`config.mk`:
```
export PLATFORM = sky130hd
export DESIGN_NAME = alpha_pixel_bit_packer_unit
export DESIGN_NICKNAME = d
export VERILOG_FILES = /design/src/rtl/apbp_pkg.sv /design/src/rtl/alpha_pixel_bit_packer_unit.sv
export SDC_FILE = /design/constraint.sdc
export NUM_CORES = 1
export LEC_CHECK = 0
export BUFFER_PORTS_ARGS = -buffer_cell sky130_fd_sc_hd__buf_2
export CAP_MARGIN = 5
export CORE_ASPECT_RATIO = 0.8
export CORE_MARGIN = 2
export CORE_UTILIZATION = 50
export DETAILED_ROUTE_END_ITERATION = 10
export PLACE_DENSITY = 0.7
export REMOVE_ABC_BUFFERS = 1
export SYNTH_ARGS = -nofsm -noshare
export SYNTH_HDL_FRONTEND = slang
export SYNTH_SLANG_ARGS = --single-unit
export TNS_END_PERCENT = 20
```
`constraint.sdc`:
```
create_clock -name i_clk -period 6.7 [get_ports i_clk]
set_input_delay 1.005 -clock i_clk [delete_from_list [all_inputs] [get_ports i_clk]]
set_output_delay 1.005 -clock i_clk [all_outputs]
set_load 0.01 [all_outputs]
```
`src/rtl/apbp_pkg.sv`:
```
// ----------------------------------------------------------------------------
// apbp_pkg
// Shared types and constants for the alpha pixel bit packer.
// ----------------------------------------------------------------------------
package apbp_pkg;

    localparam int PIX_W = 8;
    localparam int FMT_W = 3;
    localparam int CNT_W = 3;

    // Pixel format codes. Codes 5 to 7 carry no meaning and behave as 8 bpp.
    typedef enum logic [FMT_W-1:0] {
        FMT_8BPP = 3'd0,
        FMT_4BPP = 3'd1,
        FMT_3BPP = 3'd2,
        FMT_2BPP = 3'd3,
        FMT_1BPP = 3'd4
    } t_fmt;

    localparam logic [PIX_W-1:0] MASK_TOP4 = 8'hF0;
    localparam logic [PIX_W-1:0] MASK_TOP3 = 8'hE0;
    localparam logic [PIX_W-1:0] MASK_TOP2 = 8'hC0;
    localparam logic [PIX_W-1:0] MASK_TOP1 = 8'h80;

endpackage

```
`src/rtl/alpha_pixel_bit_packer_unit.sv`:
```
// ----------------------------------------------------------------------------
// alpha_pixel_bit_packer_unit
// An accepted item waits in the input register; the byte it makes, if any, is
// then registered in the output register and shown on o_valid.
// Throughput: one item per cycle while the sink does not stall, set by the
// accumulator update between the input register and the output register.
// Reset (i_rst_n low, synchronous) empties both stages, clears the
// accumulator and fill count, and sets the format to 8 bits per pixel.
// ----------------------------------------------------------------------------
module alpha_pixel_bit_packer_unit (
    input  logic                        i_clk,
    input  logic                        i_rst_n,
    // Configuration: the pixel format register.
    input  logic                        i_cfg_we,
    input  logic [apbp_pkg::FMT_W-1:0]  i_cfg_wdata,
    // Input channel.
    input  logic                        i_valid,
    output logic                        o_stall,
    input  logic [apbp_pkg::PIX_W-1:0]  i_pixel,
    input  logic                        i_row_end,
    // Output channel.
    output logic                        o_valid,
    input  logic                        i_stall,
    output logic [apbp_pkg::PIX_W-1:0]  o_packed_byte,
    output logic                        o_last_of_row
);
    import apbp_pkg::*;

    // Configuration register.
    logic [FMT_W-1:0] r_fmt;

    // Input stage: the accepted item waits here for the packing logic.
    logic             r_in_vld;
    logic [PIX_W-1:0] r_in_pixel;
    logic             r_in_row_end;

    // Packing state carried from item to item within a row.
    logic [PIX_W-1:0] r_acc;
    logic [CNT_W-1:0] r_cnt;
    logic [PIX_W-1:0] n_acc;
    logic [CNT_W-1:0] n_cnt;

    // Output register.
    logic             r_out_vld;
    logic [PIX_W-1:0] r_out_byte;
    logic             r_out_last;

    // Packing datapath signals.
    logic             move;
    logic             emit;
    logic             final_slot;
    logic [CNT_W-1:0] last_slot;
    logic [PIX_W-1:0] acc_base;
    logic [PIX_W-1:0] mid_bits;
    logic [PIX_W-1:0] fin_bits;
    logic [PIX_W-1:0] merged;
    logic [PIX_W-1:0] emit_byte;
    logic             packed_fmt;

    // The input register hands its item to the packing logic whenever the
    // output register is empty or being drained this cycle. An item that
    // makes no byte still moves, since it only updates the accumulator.
    assign move    = r_in_vld && !(r_out_vld && i_stall);
    assign o_stall = r_in_vld && !move;

    // Slot selection and bit placement for the current format. The final
    // slot always takes the pixel's top bits in the lowest bits of the byte.
    always_comb begin
        packed_fmt = 1'b1;
        last_slot  = '0;
        mid_bits   = '0;
        fin_bits   = '0;
        case (r_fmt)
            FMT_4BPP: begin
                last_slot = 3'd1;
                mid_bits  = r_in_pixel & MASK_TOP4;
                fin_bits  = r_in_pixel >> 4;
            end
            FMT_3BPP: begin
                // The first slot holds two bits, the next two hold three.
                last_slot = 3'd2;
                mid_bits  = (r_cnt == '0) ? (r_in_pixel & MASK_TOP2)
                                          : ((r_in_pixel & MASK_TOP3) >> 2);
                fin_bits  = r_in_pixel >> 5;
            end
            FMT_2BPP: begin
                last_slot = 3'd3;
                mid_bits  = (r_in_pixel & MASK_TOP2) >> {r_cnt, 1'b0};
                fin_bits  = r_in_pixel >> 6;
            end
            FMT_1BPP: begin
                last_slot = 3'd7;
                mid_bits  = (r_in_pixel & MASK_TOP1) >> r_cnt;
                fin_bits  = r_in_pixel >> 7;
            end
            default: begin
                packed_fmt = 1'b0;
            end
        endcase
    end

    // A fill count at or beyond the format's last slot (possible after a
    // mid-row format change) fills the final slot and completes the byte.
    always_comb begin
        acc_base   = (r_cnt == '0) ? '0 : r_acc;
        final_slot = (r_cnt >= last_slot);
        merged     = acc_base | (final_slot ? fin_bits : mid_bits);
        if (!packed_fmt) begin
            // Eight bits per pixel: the pixel passes straight through and any
            // partial byte left over from another format is dropped.
            emit      = 1'b1;
            emit_byte = r_in_pixel;
            n_acc     = '0;
            n_cnt     = '0;
        end else begin
            emit      = final_slot || r_in_row_end;
            emit_byte = merged;
            n_acc     = emit ? '0 : merged;
            n_cnt     = emit ? '0 : r_cnt + 3'd1;
        end
    end

    always_ff @(posedge i_clk) begin
        if (!i_rst_n) begin
            r_fmt <= FMT_8BPP;
        end else if (i_cfg_we) begin
            r_fmt <= i_cfg_wdata;
        end
    end

    always_ff @(posedge i_clk) begin
        if (!i_rst_n) begin
            r_in_vld <= 1'b0;
        end else if (!o_stall) begin
            r_in_vld <= i_valid;
        end
    end

    always_ff @(posedge i_clk) begin
        if (i_valid && !o_stall) begin
            r_in_pixel   <= i_pixel;
            r_in_row_end <= i_row_end;
        end
    end

    always_ff @(posedge i_clk) begin
        if (!i_rst_n) begin
            r_acc <= '0;
            r_cnt <= '0;
        end else if (move) begin
            r_acc <= n_acc;
            r_cnt <= n_cnt;
        end
    end

    always_ff @(posedge i_clk) begin
        if (!i_rst_n) begin
            r_out_vld <= 1'b0;
        end else if (move && emit) begin
            r_out_vld <= 1'b1;
        end else if (!i_stall) begin
            r_out_vld <= 1'b0;
        end
    end

    always_ff @(posedge i_clk) begin
        if (move && emit) begin
            r_out_byte <= emit_byte;
            r_out_last <= r_in_row_end;
        end
    end

    assign o_valid       = r_out_vld;
    assign o_packed_byte = r_out_byte;
    assign o_last_of_row = r_out_last;

endmodule

```
# Word-level counts from Yosys, hierarchy flattened
# Index checks and enable logic that the tools add are counted.
[totals]
register_bits = 34
inputBits = 17
out_inout_bits = 11
word_cells = 45
[classes]
add_sub_neg = 1
order_cmp = 1
eq_ne = 5
n_shift = 2
n_mux = 15
bitwise_logic = 1
reduce_logical = 11
[ops]
columns = ["cell", "count"]
rows = [
  ["8-bit 2-to-1 mux", 6],
  ["8-bit case mux with 4 select lines", 1],
  ["4-bit case mux with 4 select lines", 1],
  ["3-bit case mux with 4 select lines", 1],
  ["8-bit bitwise OR", 1],
  ["8-bit by 3-bit >> shifter with 8-bit output", 1],
  ["8-bit by 4-bit >> shifter with 8-bit output", 1],
  ["3-bit by 2-bit equality test with 1-bit output (second input constant)", 2],
  ["3-bit 2-to-1 mux", 2],
  ["1-bit logical AND", 5],
  ["1-bit 2-to-1 mux", 4],
  ["4-bit OR reduction", 1],
  ["3-bit by 1-bit adder with 3-bit output (second input constant)", 1],
  ["3-bit by 1-bit equality test with 1-bit output (second input constant)", 1],
  ["3-bit equality test (second input constant)", 1],
  ["3-bit >= comparator", 1],
  ["1-bit zero test", 3],
  ["3-bit zero test", 1],
  ["2-bit by 1-bit != test with 1-bit output (second input constant)", 1],
  ["1-bit logical OR", 1],
]

# Depth between registers and ports, before layout
[depth]
depth_word = 7
ltp_mapped = 11
ltp_nobuf = 9

# Least setup slack after synthesis
# Ideal clock, no wire load.
[synth_timing]
kind = "flip-flop to flip-flop"
start = "reg r_fmt[1]"
end = "reg r_out_last, in the netlist o_last_of_row, enable pin"
setup_ns = 0.374
arrival_ns = 2.066
t_required_ns = 6.326
setup_slack_ns = 4.260
stages_incl_launch_ff = 10
n_path_buf = 2
period_less_slack_ns = 2.440
cell_sequence = "dfxtp_1 -> buf_2 -> nor3b_4 -> inv_2 -> ha_1 -> nand2_1 -> o21ai_1 -> clkbuf_1 -> nor3_1 -> nor2_1"
[synth_via]
elab_chain_len = 6
elab_cells_between_ends = 11
cone_classes = "order compare (1); eq/ne (4); mux (3); reduce/logical (3)"
[synth_rtl]
columns = ["item", "line", "rtl"]
rows = [
  ["start, declared", "alpha_pixel_bit_packer_unit.sv:30", "logic [FMT_W-1:0] r_fmt;"],
  ["start signal, assigned", "alpha_pixel_bit_packer_unit.sv:127", "r_fmt <= i_cfg_wdata;"],
  ["3-bit equality test (tied with other cells)", "alpha_pixel_bit_packer_unit.sv:73", "case (r_fmt)"],
  ["3-bit case mux with 4 select lines", "alpha_pixel_bit_packer_unit.sv:73", ""],
  ["3-bit >= comparator", "alpha_pixel_bit_packer_unit.sv:106", "final_slot = (r_cnt >= last_slot);"],
  ["1-bit logical OR", "alpha_pixel_bit_packer_unit.sv:116", "emit = final_slot || r_in_row_end;"],
  ["1-bit 2-to-1 mux *", "alpha_pixel_bit_packer_unit.sv:108", "if (!packed_fmt) begin"],
  ["1-bit logical AND *", "alpha_pixel_bit_packer_unit.sv:167", "if (move && emit) begin"],
  ["end signal, assigned", "alpha_pixel_bit_packer_unit.sv:169", "r_out_last <= r_in_row_end;"],
  ["end, declared", "alpha_pixel_bit_packer_unit.sv:46", "logic r_out_last;"],
]
# Mark *: on every way between the ends. The rest lies on a longest branch, timed or not.
# A chain may end at the register's enable or synchronous reset.

# Worst setup path after layout
[layout_timing]
start = "reg r_fmt[0]"
end = "reg r_out_byte[7], in the netlist o_packed_byte[7], enable pin"
[layout_via]
elab_chain_len = 6
elab_cells_between_ends = 11
cone_classes = "order compare (1); eq/ne (4); mux (3); reduce/logical (3)"
[layout_rtl]
columns = ["item", "line", "rtl"]
rows = [
  ["3-bit equality test (tied with other cells)", "alpha_pixel_bit_packer_unit.sv:73", ""],
  ["3-bit case mux with 4 select lines", "alpha_pixel_bit_packer_unit.sv:73", ""],
  ["3-bit >= comparator", "alpha_pixel_bit_packer_unit.sv:106", ""],
  ["1-bit logical OR", "alpha_pixel_bit_packer_unit.sv:116", ""],
  ["1-bit 2-to-1 mux *", "alpha_pixel_bit_packer_unit.sv:108", ""],
  ["1-bit logical AND *", "alpha_pixel_bit_packer_unit.sv:167", ""],
  ["end signal, assigned", "alpha_pixel_bit_packer_unit.sv:168", "r_out_byte <= emit_byte;"],
  ["end, declared", "alpha_pixel_bit_packer_unit.sv:45", "logic [PIX_W-1:0] r_out_byte;"],
]
# Marks and branches as above.

==> impl_metrics.ini <==
[finish]
final_area_um2 = 2070
drive_above_1_share_pct = 18.9
nNetsFinal = 233
final_common_cell = buf_2
final_cells = 254
antenna_cells = 0
area_growth_pct = 11.1
final_cell_mix = buf_2, edfxtp_1, a21oi_1, nand2_1, dfxtp_1
fin_util_pct = 59.3

[yosys]
ys_ff_latch = 34
ys_types = 44
yosys.area_share.simple_pct = 23.2
ys.warnings.count = 0
synth-xor-area-share_pct = 0.940
syn-instance-count = 190
synth_compound_area_share_pct = 19.3
synth_ff_type = edfxtp_1
synth-async-reset-ratio_pct = 0
muxShareOfSynthArea_pct = 2.68
synth_fa_ha_area_share_pct = 3.36
synth_edf_count = 18
synthTopCellsByArea = edfxtp_1, dfxtp_1, a21oi_1, a22o_1, ha_1
synth_top_family_by_area = simple AND/OR/NAND/NOR gates
syn-mean-instance-area_um2 = 9.81
yosysSeqAreaShare_pct = 46.2
yosys.area.top_type = edfxtp_1
yosysTopAreaCellShare_pct = 29.0
syn-cell-area_um2 = 1860

[clock_network]
clk_pin_slew_ns = 0.07
h-tree-depth = 2
cts_setup_buffers = 0
cts_buffer_depth = 2
cts_tree = built
ctsResizeCount = 0
clock-sinks = 34
numCtsBuffers = 5
cts-root-buf = clkbuf_8
clk_latency_ns = 0.29
hold_buffers = 0

[hold_path]
min_path_type = flip-flop to flip-flop
holdPathStages = 1
holdCritStartpoint = r_acc[5]
hold-path-endpoint = r_acc[5]

[timing]
clock_skew_ns = 0.00900
slew_violations = 0
period_needed_ns = 3.25
fin_setup_tns_ns = 0
postLayoutSetupSlackWorst_ns = 3.45
slew_headroom_pct = 31.2
rsz0062_at_grt = false
fin_crit_sh_pct = 48.5
worstMarginPinSlew_ns = 1.02
fmax_ghz = 0.308
setup-violations-final = 0
holdWs_ns = 0.476
finalHoldViolCount = 0

[floorplanning]
num_rows = 19
core-area_um2 = 3490
die_w_um = 72.3
die_y_um = 58.6
io_pins = 28
dieArea_um2 = 4240
start_util_pct = 53.3

[worst_setup_path]
crit_fanout = 20
arrival_ns = 3.17
end_kind = flip-flop
ff2ff_setup_slack_ns = 3.45
timing.rr.start = r_fmt[0]
reg2regPathDepth = 8
crit_type = flip-flop to flip-flop
crit_path_start_kind = flip-flop
r2r_end = o_packed_byte[7]
cp.required_ns = 6.62

[detailed_routing]
drc = 0
ant_nets = 0
wire_per_inst_um = 17.3
vias = 1577
wirelength_um = 4380
first_pass_iters = 5
drt_iter0_markers = 186
routed_via_density = 6.21

[pwr]
totalPowerFinal_mw = 0.456
ir_drop_mv = 0.162
power_density_nw_per_um2 = 220
power.leakage_nw = 0.802

[global_route]
gr-usage-all-layers_pct = 22.2
grt_pass1_wl_um = 7100
grt_max_degree = 21
first_global_vias = 1517
grt_overflow = 0
antenna_found_initial = 0

[place]
place_ws_ns = 3.48
post_dp_cell_area_um2 = 1990
io_buffers = 27
place_congestion = 0.955
dpl.hpwl_um = 3180
placed_cells = 246

[job]
drv_cap = 0

[outcome]
outcome = completed
[metal layers]
metal,up-vias,wire length [um],GRT usage (%)
li1,749,-,-
met4,0,106,11.1
met3,19,314,5.14
met5,-,0,0
met2,78,2020,34.1
met1,731,1950,29.6
[cell type report]
type | instances | area [um2]
clock buffers | 5 | 68.8
clock inverters | 3 | 16.3
fillers | 303 | 1420
inverters | 4 | 15.0
multi-input cells | 139 | 922
flip-flops and latches | 34 | 861
well taps | 42 | 52.6
repair buffers | 27 | 135
[flip-flops by register name, indices dropped and copies added (netlist names)]
register / flops
o_packed_byte: 8
r_acc: 8
r_in_pixel: 8
r_cnt: 3
r_fmt: 3
o_last_of_row: 1
o_valid: 1
r_in_row_end: 1
r_in_vld: 1
[power by group]
group          switching, mW  total, mW  internal, mW
combinational         0.0390     0.0658        0.0268
clock                 0.0762      0.147        0.0710
sequential            0.0113      0.243         0.232
total                  0.127      0.456         0.330
[cell families after synthesis]
family,after synthesis
muxes,5
buffers and inverters,17
DFF,34
and+or+nand+nor,74
AOI/OAI and AO/OA,53
adders and majority gates,5
xor gates and xnor gates,2
[how the worst max path moves through the flow]
stage / start / slack [ns] / endpoint / cells after the start
after CTS: r_fmt[0] / 3.49 / o_packed_byte[6] / 8
after floorplan: r_fmt[2] / 4.08 / o_last_of_row / 7
after detailed placement: r_fmt[0] / 3.48 / o_packed_byte[7] / 8
after global routing: r_fmt[2] / 3.21 / o_packed_byte[4] / 7
final: r_fmt[0] / 3.45 / o_packed_byte[7] / 8
after global placement: r_fmt[2] / 3.73 / o_packed_byte[4] / 7
[worst max-delay path, stage by stage, from the launching register on]
cell	delay, ns
dfxtp_1	0.76
nor3b_4	0.12
inv_2	0.11
nand2_1	0.07
ha_1	0.30
nor2b_1	0.05
o21ai_1	0.63
nor3_1	0.17
nor2_1	0.67
[synthesized netlist by cell type, types with 2 or more instances]
library cell   n
edfxtp_1      18
a21oi_1       17
dfxtp_1       16
nand2_1       16
nor2_1        10
nor2b_1        9
a22o_1         8
buf_2          8
o21ai_0        7
nand3_1        6
nand3b_1       6
ha_1           5
mux2i_1        5
nand2b_1       5
nor3_1         4
nor4_1         4
a21o_1         3
clkbuf_1       3
nand4bb_1      3
o21a_1         3
o22ai_1        3
a211o_1        2
a21boi_0       2
and2_1         2
and3_1         2
inv_1          2
inv_2          2
or3_1          2
xnor2_1        2
No activity file was read; power rests on OpenSTA's default activity.
